===== src/sv/dwsr_pkg.sv =====
package dwsr_pkg;

  localparam int SpeedW  = 16;
  localparam int DtW     = 16;
  localparam int RateW   = 24;
  localparam int TrimW   = 17;
  localparam int RefW    = 21;
  localparam int StepW   = 20;
  localparam int CfgIdxW = 4;
  localparam int ScaleW  = 12;
  localparam int LimitW  = 15;

  localparam logic [ScaleW-1:0] SPEED_SCALE    = 12'd1910;
  localparam logic [LimitW-1:0] SPEED_LIMIT_Q8 = 15'd5120;
  localparam logic [DtW-1:0]    DEFAULT_DT_US  = 16'd5000;
  localparam logic [DtW-1:0]    MAX_DT_US      = 16'd20000;

  localparam logic [RefW-1:0]          REF_MAG_MAX = 21'd1048575;
  localparam logic signed [RefW:0]     SUM_MAX     = 22'sd1048575;
  localparam logic signed [RefW:0]     SUM_MIN     = -22'sd1048576;

  typedef logic signed [RefW-1:0]  ref_t;
  typedef logic signed [TrimW-1:0] trim_t;
  typedef logic [StepW-1:0]        step_t;

  typedef enum logic [CfgIdxW-1:0] {
    CFG_UP_RATE    = 4'd0,
    CFG_DECEL_RATE = 4'd1,
    CFG_TRIM_IL    = 4'd2,
    CFG_TRIM_IR    = 4'd3,
    CFG_TRIM_ID    = 4'd4,
    CFG_TRIM_OL    = 4'd5,
    CFG_TRIM_OR    = 4'd6,
    CFG_TRIM_OD    = 4'd7
  } cfg_reg_t;

  function automatic ref_t speed_to_target(input logic signed [SpeedW-1:0] s);
    logic signed [SpeedW-1:0] lim;
    logic signed [SpeedW-1:0] c;
    logic [SpeedW-1:0]        negc;
    logic [LimitW-1:0]        mag;
    logic [26:0]              prod;
    logic [27:0]              rnd;
    logic [23:0]              scaled;
    logic [RefW-1:0]          m21;
    ref_t                     t;
    lim = $signed({1'b0, SPEED_LIMIT_Q8});
    c = s;
    if (s > lim) c = lim;
    if (s < -lim) c = -lim;
    negc = -c;
    mag = c[SpeedW-1] ? negc[LimitW-1:0] : c[LimitW-1:0];
    prod = 27'(mag) * 27'(SPEED_SCALE);
    rnd = {1'b0, prod} + 28'd8;
    scaled = rnd[27:4];
    m21 = (scaled > 24'(REF_MAG_MAX)) ? REF_MAG_MAX : scaled[RefW-1:0];
    t = c[SpeedW-1] ? -$signed(m21) : $signed(m21);
    if (s == '0) t = '0;
    return t;
  endfunction

  function automatic ref_t ramp(input ref_t cur, input ref_t tgt,
                                input step_t up, input step_t down);
    logic signed [RefW:0] cur22;
    logic signed [RefW:0] tgt22;
    logic signed [RefW:0] diff;
    logic signed [RefW:0] step22;
    logic signed [RefW:0] res;
    logic [RefW:0]        acur;
    logic [RefW:0]        atgt;
    cur22 = {cur[RefW-1], cur};
    tgt22 = {tgt[RefW-1], tgt};
    acur = cur22[RefW] ? -cur22 : cur22;
    atgt = tgt22[RefW] ? -tgt22 : tgt22;
    step22 = $signed({2'b00, (atgt > acur) ? up : down});
    diff = tgt22 - cur22;
    if (diff == '0) res = tgt22;
    else if (diff > step22) res = cur22 + step22;
    else if (diff < -step22) res = cur22 - step22;
    else res = tgt22;
    return res[RefW-1:0];
  endfunction

  function automatic ref_t wheel_ref(input ref_t base, input trim_t trim);
    logic signed [RefW:0] sum;
    ref_t                 r;
    sum = {base[RefW-1], base} + {{(RefW+1-TrimW){trim[TrimW-1]}}, trim};
    if (sum > SUM_MAX) r = SUM_MAX[RefW-1:0];
    else if (sum < SUM_MIN) r = SUM_MIN[RefW-1:0];
    else r = sum[RefW-1:0];
    if (base == '0) r = '0;
    return r;
  endfunction

endpackage


===== src/sv/dual_wheel_speed_ramp_top.sv =====
// Dual-stage wheel speed ramp.
// Input stream (s_tvalid, s_tready, s_tdata) carries one control tick: the inner
// and outer target speeds and the time since the previous tick. Output stream
// (m_tvalid, m_tready, m_tdata) carries the six wheel references of that tick.
// The configuration port (cfg_we, cfg_index, cfg_data) sets the up and down
// rates and the six wheel trims; the user must see that it is written only
// while no tick is in flight, as the block does not enforce it. A tick passes
// four registers: the input register, the target and step register (speed
// scaling and rate times time, two multipliers each), the two stage base
// references, and the output register. One tick per cycle is taken in steady
// state while the receiver does not stall; the rate is set by the base update,
// a compare and add loop. Reset clears all valid flags, both base references
// and all configuration registers. When the receiver stalls, the result holds
// in the output register and earlier stages keep filling until every stage
// holds a tick; only then does s_tready go low.
module dual_wheel_speed_ramp_top (
  input  logic                              clk,
  input  logic                              rst,
  input  logic                              s_tvalid,
  output logic                              s_tready,
  // inner_speed, outer_speed, elapsed_us
  input  logic [47:0]                       s_tdata,
  output logic                              m_tvalid,
  input  logic                              m_tready,
  // ref_inner_left, ref_inner_right, ref_inner_down,
  // ref_outer_left, ref_outer_right, ref_outer_down, two zero bits
  output logic [127:0]                      m_tdata,
  input  logic                              cfg_we,
  input  logic [dwsr_pkg::CfgIdxW-1:0]      cfg_index,
  input  logic [dwsr_pkg::RateW-1:0]        cfg_data
);

  logic [dwsr_pkg::RateW-1:0] up_rate;
  logic [dwsr_pkg::RateW-1:0] decel_rate;
  dwsr_pkg::trim_t            trim [6];

  logic                            in_valid;
  logic signed [dwsr_pkg::SpeedW-1:0] in_inner;
  logic signed [dwsr_pkg::SpeedW-1:0] in_outer;
  logic [dwsr_pkg::DtW-1:0]        in_dt;

  logic                mid_valid;
  dwsr_pkg::ref_t      tgt_inner;
  dwsr_pkg::ref_t      tgt_outer;
  dwsr_pkg::step_t     step_up;
  dwsr_pkg::step_t     step_down;

  logic                ramp_valid;
  dwsr_pkg::ref_t      inner_base;
  dwsr_pkg::ref_t      outer_base;
  dwsr_pkg::ref_t      inner_base_next;
  dwsr_pkg::ref_t      outer_base_next;

  dwsr_pkg::ref_t      ref_out [6];

  logic                out_free;
  logic                load4;
  logic                ramp_free;
  logic                load3;
  logic                mid_free;
  logic                load2;
  logic                accept;

  logic [dwsr_pkg::DtW-1:0]   dt;
  logic [39:0]                up_prod;
  logic [39:0]                down_prod;
  logic                       inner_within;

  assign out_free  = !m_tvalid || m_tready;
  assign load4     = ramp_valid && out_free;
  assign ramp_free = !ramp_valid || load4;
  assign load3     = mid_valid && ramp_free;
  assign mid_free  = !mid_valid || load3;
  assign load2     = in_valid && mid_free;
  assign s_tready  = !in_valid || load2;
  assign accept    = s_tvalid && s_tready;

  always_ff @(posedge clk) begin
    if (rst) begin
      up_rate    <= '0;
      decel_rate <= '0;
      for (int i = 0; i < 6; i++) trim[i] <= '0;
    end else if (cfg_we) begin
      case (cfg_index)
        dwsr_pkg::CFG_UP_RATE:    up_rate    <= cfg_data;
        dwsr_pkg::CFG_DECEL_RATE: decel_rate <= cfg_data;
        dwsr_pkg::CFG_TRIM_IL:    trim[0]    <= cfg_data[dwsr_pkg::TrimW-1:0];
        dwsr_pkg::CFG_TRIM_IR:    trim[1]    <= cfg_data[dwsr_pkg::TrimW-1:0];
        dwsr_pkg::CFG_TRIM_ID:    trim[2]    <= cfg_data[dwsr_pkg::TrimW-1:0];
        dwsr_pkg::CFG_TRIM_OL:    trim[3]    <= cfg_data[dwsr_pkg::TrimW-1:0];
        dwsr_pkg::CFG_TRIM_OR:    trim[4]    <= cfg_data[dwsr_pkg::TrimW-1:0];
        dwsr_pkg::CFG_TRIM_OD:    trim[5]    <= cfg_data[dwsr_pkg::TrimW-1:0];
        default: begin
        end
      endcase
    end
  end

  always_ff @(posedge clk) begin
    if (rst) begin
      in_valid   <= 1'b0;
      mid_valid  <= 1'b0;
      ramp_valid <= 1'b0;
      m_tvalid   <= 1'b0;
    end else begin
      if (accept) in_valid <= 1'b1;
      else if (load2) in_valid <= 1'b0;
      if (load2) mid_valid <= 1'b1;
      else if (load3) mid_valid <= 1'b0;
      if (load3) ramp_valid <= 1'b1;
      else if (load4) ramp_valid <= 1'b0;
      if (load4) m_tvalid <= 1'b1;
      else if (m_tready) m_tvalid <= 1'b0;
    end
  end

  always_ff @(posedge clk) begin
    if (accept) begin
      in_inner <= s_tdata[15:0];
      in_outer <= s_tdata[31:16];
      in_dt    <= s_tdata[47:32];
    end
  end

  always_comb begin
    if (in_dt == '0) dt = dwsr_pkg::DEFAULT_DT_US;
    else if (in_dt > dwsr_pkg::MAX_DT_US) dt = dwsr_pkg::MAX_DT_US;
    else dt = in_dt;
    up_prod   = 40'(up_rate) * 40'(dt);
    down_prod = 40'(decel_rate) * 40'(dt);
  end

  always_ff @(posedge clk) begin
    if (load2) begin
      tgt_inner <= dwsr_pkg::speed_to_target(in_inner);
      tgt_outer <= dwsr_pkg::speed_to_target(in_outer);
      step_up   <= up_prod[39:20];
      step_down <= down_prod[39:20];
    end
  end

  assign inner_base_next = dwsr_pkg::ramp(inner_base, tgt_inner, step_up, step_down);
  assign outer_base_next = dwsr_pkg::ramp(outer_base, tgt_outer, step_up, step_down);

  always_ff @(posedge clk) begin
    if (rst) begin
      inner_base <= '0;
      outer_base <= '0;
    end else if (load3) begin
      inner_base <= inner_base_next;
      outer_base <= outer_base_next;
    end
  end

  always_ff @(posedge clk) begin
    if (load4) begin
      ref_out[0] <= dwsr_pkg::wheel_ref(inner_base, trim[0]);
      ref_out[1] <= dwsr_pkg::wheel_ref(inner_base, trim[1]);
      ref_out[2] <= dwsr_pkg::wheel_ref(inner_base, trim[2]);
      ref_out[3] <= dwsr_pkg::wheel_ref(outer_base, trim[3]);
      ref_out[4] <= dwsr_pkg::wheel_ref(outer_base, trim[4]);
      ref_out[5] <= dwsr_pkg::wheel_ref(outer_base, trim[5]);
    end
  end

  assign m_tdata = {2'b00, ref_out[5], ref_out[4], ref_out[3],
                    ref_out[2], ref_out[1], ref_out[0]};

  assign inner_within =
    ((inner_base_next >= inner_base) && (inner_base_next <= tgt_inner)) ||
    ((inner_base_next <= inner_base) && (inner_base_next >= tgt_inner));

  a_base_between: assert property (@(posedge clk) disable iff (rst)
    load3 |-> inner_within)
    else $error("inner base left the range between old base and target");

  a_base_hold: assert property (@(posedge clk) disable iff (rst)
    (load3 && (tgt_outer == outer_base)) |=> $stable(outer_base))
    else $error("outer base moved although it matched its target");

  a_zero_base: assert property (@(posedge clk) disable iff (rst)
    (load4 && (inner_base == '0)) |=> (m_tdata[62:0] == '0))
    else $error("zero inner base gave nonzero wheel references");

  a_reset_empty: assert property (@(posedge clk)
    rst |=> (!m_tvalid && !in_valid && !mid_valid && !ramp_valid))
    else $error("pipeline not empty after reset");

endmodule

===== config.mk =====
export PLATFORM = sky130hd
export DESIGN_NAME = dual_wheel_speed_ramp_top
export DESIGN_NICKNAME = d
export VERILOG_FILES = /design/src/sv/dwsr_pkg.sv /design/src/sv/dual_wheel_speed_ramp_top.sv
export SDC_FILE = /design/constraint.sdc
export NUM_CORES = 2
export LEC_CHECK = 0
export BUFFER_PORTS_ARGS = -buffer_cell sky130_fd_sc_hd__buf_4
export CORE_MARGIN = 4
export CORE_UTILIZATION = 30
export CTS_CLUSTER_DIAMETER = 120
export DETAILED_ROUTE_END_ITERATION = 6
export SETUP_SLACK_MARGIN = 0.5
export SLEW_MARGIN = 20
export SYNTH_ARGS = -nofsm -noshare
export SYNTH_HDL_FRONTEND = slang
export SYNTH_SLANG_ARGS = --single-unit
export TNS_END_PERCENT = 10

===== constraint.sdc =====
create_clock -name clk -period 14.05 [get_ports clk]
set_input_delay 2.81 -clock clk [delete_from_list [all_inputs] [get_ports clk]]
set_output_delay 2.81 -clock clk [all_outputs]
set_load 0.05 [all_outputs]

### After elaboration in Yosys (flattened, before gate mapping)

Memories as Yosys holds them, arrays and structs flattened.
Index checks and enable logic that the tools add are counted.

| cells by class | value |
|---|---|
| add/subtract/negate cells | 24 |
| multipliers | 4 |
| divide/modulo/power cells | 0 |
| $lt $le $gt $ge | 25 |
| equal/unequal tests | 7 |
| shift operators | 0 |
| muxes and demuxes | 92 |
| bitwise logic cells | 6 |
| reductions and logical operators | 26 |

Operator list:

| cell | number |
|---|---|
| $mux 21 | 34 |
| $add 21x17->22 | 6 |
| $gt 22x21->1 const B | 6 |
| $lt 22x21->1 const B | 6 |
| $mux 16 | 8 |
| $mux 17 | 6 |
| $mux 22 | 4 |
| $neg 21->22 | 4 |
| $mul 24x16->40 | 2 |
| $add 26x4->27 const B | 2 |
| $mul 15x10->25 const B | 2 |
| $logic_not 16->1 | 3 |
| $gt 23x20->1 const B | 2 |
| $gt 22x21->1 | 2 |
| $gt 22x22->1 | 2 |
| $logic_not 22->1 | 2 |
| $lt 22x22->1 | 2 |
| $neg 20->22 | 2 |
| $sub 21x21->22 | 2 |
| $add 21x21->21 | 2 |
| $logic_not 21->1 | 2 |
| $neg 21->21 | 2 |
| $sub 21x21->21 | 2 |
| $mux 20 | 2 |
| other kinds (16) | 77 |

| storage, ports and cells | value |
|---|---|
| flip-flop bits (word level) | 224 |
| latch bits | 0 |
| bits in writable memories | 228 |
| bits in read-only memories | 0 |
| input port bits | 81 |
| output and inout port bits | 130 |
| logic and storage cells | 201 |
| memories kept | 2 |

Memory list:

| memory | words | width | read ports | clocked after memory_dff | write ports | RTL line | text |
|---|---|---|---|---|---|---|---|
| ref_out | 6 | 21 | 6 | 0 | 6 | dual_wheel_speed_ramp_top.sv:54 | `dwsr_pkg::ref_t ref_out [6];` |
| trim | 6 | 17 | 6 | 0 | 6 | dual_wheel_speed_ramp_top.sv:35 | `dwsr_pkg::trim_t trim [6];` |

### Longest topological paths before layout

| logic depth | value |
|---|---|
| depth after elaboration | 16 |
| depth in mapped cells | 45 |
| mapped depth without buffers | 44 |

### Worst setup path after synthesis

No wires, ideal clock.

| timing | value |
|---|---|
| path type | register to register |
| from | reg in_outer[2] in the netlist's numbering |
| to | reg tgt_outer[14] (data pin) |
| setup time | 0.274 ns |
| arrival | 10.310 ns |
| data required time | 13.776 ns |
| setup slack | 3.466 ns |
| stages on the path, launching flop included | 45 |
| cells stage by stage | edfxtp_1 or2_2 or4_1 o31a_1 o21ai_1 a21oi_1 a21oi_1 and2_1 inv_1 ha_1 o21a_1 nand2_1 a21oi_1 a31oi_1 xnor2_1 xor2_1 fa_1 inv_1 [9 not listed] a31oi_1 o211ai_1 o311ai_0 xnor2_1 nand2_1 nor4_2 mux2i_1 buf_4 nor3_1 ha_1 nand3_1 nor3b_1 nand4_1 nor2_1 nand3_1 or4_1 nand2_1 a2111oi_0 |

| between the ends | value |
|---|---|
| cells in the longest elaborated chain, start to end | 12 |
| elaborated cells on any way between the ends | 14 |
| those cells by class | 3 x add/sub; 1 x mul; 3 x order compare; 6 x mux; 1 x reduce/logical |

Ends and longest elaborated chain:

| what | RTL line | text |
|---|---|---|
| start, declared | dual_wheel_speed_ramp_top.sv:39 | `logic signed [dwsr_pkg::SpeedW-1:0] in_outer;` |
| start signal, assigned | dual_wheel_speed_ramp_top.sv:120 | `in_outer <= s_tdata[31:16];` |
| $gt 16x14->1 | dwsr_pkg.sv:49 | `if (s > lim) c = lim;` |
| $mux 16 | dwsr_pkg.sv:49 |  |
| $mux 16 | dwsr_pkg.sv:50 | `if (s < -lim) c = -lim;` |
| $mux 16 | dual_wheel_speed_ramp_top.sv:134 | `if (load2) begin` |
| $neg 15->15 | dwsr_pkg.sv:51 | `negc = -c;` |
| $mux 15 | dwsr_pkg.sv:52 | `mag = c[SpeedW-1] ? negc[LimitW-1:0] : c[LimitW-1:0];` |
| $mul 15x10->25 | dwsr_pkg.sv:53 | `prod = 27'(mag) * 27'(SPEED_SCALE);` |
| $add 26x4->27 | dwsr_pkg.sv:54 | `rnd = {1'b0, prod} + 28'd8;` |
| $gt 23x20->1 | dwsr_pkg.sv:56 | `m21 = (scaled > 24'(REF_MAG_MAX)) ? REF_MAG_MAX : scaled[RefW-1:0];` |
| $mux 21 | dwsr_pkg.sv:56 |  |
| $neg 21->21 | dwsr_pkg.sv:57 | `t = c[SpeedW-1] ? -$signed(m21) : $signed(m21);` |
| $mux 21 | dwsr_pkg.sv:57 |  |
| end signal, assigned | dual_wheel_speed_ramp_top.sv:136 | `tgt_outer <= dwsr_pkg::speed_to_target(in_outer);` |
| end, declared | dual_wheel_speed_ramp_top.sv:44 | `dwsr_pkg::ref_t tgt_outer;` |

Parallel ways exist; a longest one is shown, timed or not. The select of a mux whose other input is x is not followed.
A chain may end at the register's enable or synchronous reset.

### Worst setup path after layout

Ends and elaborated chain as after synthesis.

==> impl_metrics.sql <==
INSERT INTO impl_metrics (metric_group, metric, value, unit) VALUES
('critical_path', 'path_class', 'reg2reg', ''),
('drt', 'drc', '0', ''),
('sta', 'fin_crit_sh', '85.60', '%'),
('drt', 'initialDrtViolationCount', '4173', ''),
('sta', 'maxSlewHeadroom', '25.96', '%'),
('yosys', 'synth_top_cell_area_share', '22.23', '%'),
('yosys', 'netlist_top_cells_count', 'sky130_fd_sc_hd__inv_1, sky130_fd_sc_hd__nand2_1, sky130_fd_sc_hd__ha_1', ''),
('critical_path', 'cp_data_arrival_time', '12.40', 'ns'),
('drt', 'route.vias.total', '54644', ''),
('clock_tree', 'ctsResizeCount', '0', ''),
('yosys', 'synth_edf_count', '358', ''),
('yosys', 'syn_area', '67360', 'um^2'),
('sta', 'post_route_setup_slack', '2.023', 'ns'),
('placed_design', 'postPlaceCellArea', '72630', 'um^2'),
('placed_design', 'sum_of_net_half_perimeters_after_detailed_placement', '161.0', 'mm'),
('yosys', 'syn_avg_cell_area', '9.003', 'um^2'),
('drt', 'avgRoutedWirePerCell', '19.39', 'um'),
('yosys', 'post_synth_num_cell_types', '127', ''),
('final_layout', 'design_area', '74580', 'um^2'),
('yosys', 'yosys.cell_count.top_type', 'sky130_fd_sc_hd__inv_1', ''),
('yosys', 'synth.yosys.seq_area_share', '18.75', '%'),
('clock_tree', 'post-cts-setup-buffers', '0', ''),
('placed_design', 'port_buffers', '208', ''),
('status', 'outcome', 'completed', ''),
('floorplan', 'initial_utilization', '30.24', '%'),
('yosys', 'ys_top_cells_by_area', 'sky130_fd_sc_hd__fa_1, sky130_fd_sc_hd__edfxtp_1, sky130_fd_sc_hd__ha_1', ''),
('sta', 'number_of_failing_hold_endpoints_at_the_final_stage', '0', ''),
('clock_tree', 'cts.sink_count', '452', ''),
('power', 'static-leakage-power', '32.70', 'nW'),
('sta', 'clock-skew-final', '0.07316', 'ns'),
('global_routing', 'grt_start_max_net_pins', '76', ''),
('drt', 'detail_route.wirelength', '207.2', 'mm'),
('floorplan', 'std_cell_rows', '173', ''),
('clock_tree', 'insertion_delay', '0.71', 'ns'),
('drt', 'first_pass_iters', '5', ''),
('global_routing', 'gr-total-overflow', '0', ''),
('yosys', 'ys_async_sr_fraction', '0', '%'),
('sta', 'highest_achievable_clock_rate', '83.15', 'MHz'),
('clock_tree', 'max-clock-path-buffers', '3', ''),
('critical_path', 'required_time_at_the_worst_slack_endpoint', '14.42', 'ns'),
('clock_tree', 'clock_tree_from_tritoncts', 'done', ''),
('power', 'power.total', '17.83', 'mW'),
('sta', 'grt_setup_unrepaired', 'no', ''),
('clock_tree', 'cts-htree-levels', '2', ''),
('sta', 'timing.final.max_slew_violations', '0', ''),
('critical_path', 'end_kind', 'register', ''),
('sta', 'fin_tns_setup', '0', 'ns'),
('floorplan', 'dieWidth', '481.8', 'um'),
('global_routing', 'first_global_vias', '54834', ''),
('power', 'pwr_density_cell', '239.1', 'nW/um^2'),
('yosys', 'warnings_from_yosys', '0', ''),
('drt', 'antenna_left', '0', ''),
('final_layout', 'multi_input_area', '50280', 'um^2'),
('floorplan', 'core_area', '222700', 'um^2'),
('floorplan', 'die_h', '481.8', 'um'),
('clock_tree', 'worst_setup_hold_path_clk_slew', '0.06', 'ns'),
('final_layout', 'register_area', '12630', 'um^2'),
('global_routing', 'global_route.usage.total', '17.56', '%'),
('sta', 'finalSetupViolations', '0', ''),
('global_routing', 'initial_antenna_violation_count', '8', ''),
('placed_design', 'gp_routability_congestion', '0.9251', ''),
('yosys', 'synth-main-ff-cell', 'sky130_fd_sc_hd__edfxtp_1', ''),
('placed_design', 'worst_slack_at_placement', '2.172', 'ns'),
('final_layout', 'design.final.nets', '9243', ''),
('global_routing', 'grt_pass1_wl', '321.8', 'mm'),
('final_layout', 'filler_cell_count', '22847', ''),
('critical_path', 'cp_max_fo', '13', ''),
('run', 'max_cap_violations', '0', ''),
('floorplan', 'top_level_ports', '211', ''),
('clock_tree', 'postCtsHoldBufs', '0', ''),
('sta', 'finalCriticalPeriod', '12.03', 'ns');
[flip-flops by register name, summed over array words and instances, names as in the netlist]
register	cells
tgt_outer	21
trim	102
ramp_valid	1
inner_base	21
outer_base	21
in_outer	16
tgt_inner	21
in_valid	1
mid_valid	1
step_down	20
step_up	20
up_rate	24
decel_rate	24
m_tvalid	1
in_dt	16
in_inner	16
ref_out	126
[critical path: cells and delay by family (launching register included)]
kind,cells,cell delay [ns]
simple gates,14,3.79
fa+ha+maj,7,2.94
xor+xnor,3,0.87
flops,1,0.44
compound gates,13,3.19
mux,1,0.12
buf+inv,5,0.40
[stage by stage]
| stage | util (%) | instances | hold WS, ns |
|---|---|---|---|
| global placement | 32.61 | 10566 | 0.5010 |
| global route | 33.47 | 10670 | 0.5552 |
| floorplan | - | 7568 | 0.4642 |
| CTS | 33.46 | 10670 | 0.5098 |
| detailed placement | 32.61 | 10566 | 0.5012 |
| finish | 33.49 | 10685 | 0.5101 |
[layout make-up]
cell class | count | area share, %
multi-input cells | 5824 | 67.42
flip-flops and latches | 452 | 16.94
inverters | 1027 | 5.169
well taps | 2975 | 4.991
repair buffers | 288 | 2.899
clock buffers | 66 | 1.958
clock inverters | 38 | 0.5804
diodes | 15 | 0.05033
[final timing paths]
kind | startpoint | depth (start not counted) | to | slack, ns
hold / removal | mid_valid | 2 | ramp_valid | 0.51
hold reg to reg | mid_valid | 2 | ramp_valid | 0.51
setup / recovery | in_outer[2] | 43 | tgt_outer[14] | 2.02
setup reg to reg | in_outer[2] | 43 | tgt_outer[14] | 2.02
[kinds of logic (layout without fill, tap and decap cells)]
family	count (synthesis)	in the layout	share of synthesized area, %
AOI/OAI and AO/OA	1474	1474	14.50
other	2	103	0.01115
adders and majority gates	1513	1513	36.44
and+or+nand+nor	2273	2273	16.58
DFF	452	452	18.75
muxes	90	90	1.386
xor gates and xnor gates	386	386	5.030
buffers and inverters	1292	1419	7.304
[cell usage in the layout (no fill, tap or decap), types with 94 or more instances in the layout]
cell | synthesis | layout
sky130_fd_sc_hd__edfxtp_1 | 358 | 358
sky130_fd_sc_hd__nand3_1 | 99 | 99
sky130_fd_sc_hd__nand2_1 | 858 | 858
sky130_fd_sc_hd__a21oi_1 | 421 | 419
sky130_fd_sc_hd__buf_4 | 5 | 288
sky130_fd_sc_hd__ha_1 | 764 | 764
sky130_fd_sc_hd__and2_1 | 268 | 268
sky130_fd_sc_hd__nor3_1 | 114 | 113
sky130_fd_sc_hd__nor2_1 | 388 | 386
sky130_fd_sc_hd__fa_1 | 748 | 748
sky130_fd_sc_hd__xor2_1 | 106 | 106
sky130_fd_sc_hd__inv_1 | 1026 | 1026
sky130_fd_sc_hd__xnor2_1 | 279 | 279
sky130_fd_sc_hd__a21o_1 | 194 | 193
sky130_fd_sc_hd__dfxtp_1 | 94 | 94
sky130_fd_sc_hd__o21ai_0 | 296 | 293
[power by group]
group	leakage [nW]	internal (mW)	total, mW	switching [mW]
logic	27.7	5.35	14.2	8.86
registers	4.13	1.80	2.12	0.315
clock network	0.895	0.847	1.51	0.659
total	32.7	8.00	17.8	9.83
[metal layers]
layer	GRT usage (%)	routed length [um]	up-vias	share of wire, %
met5	0	27	-	0.013
li1	-	-	25621	-
met1	24.34	93250	27050	45
met3	2.194	13060	278	6.3
met2	28.67	94900	1691	46
met4	5.109	5997	4	2.9
Note: power is estimated with default switching activity, not from simulation.
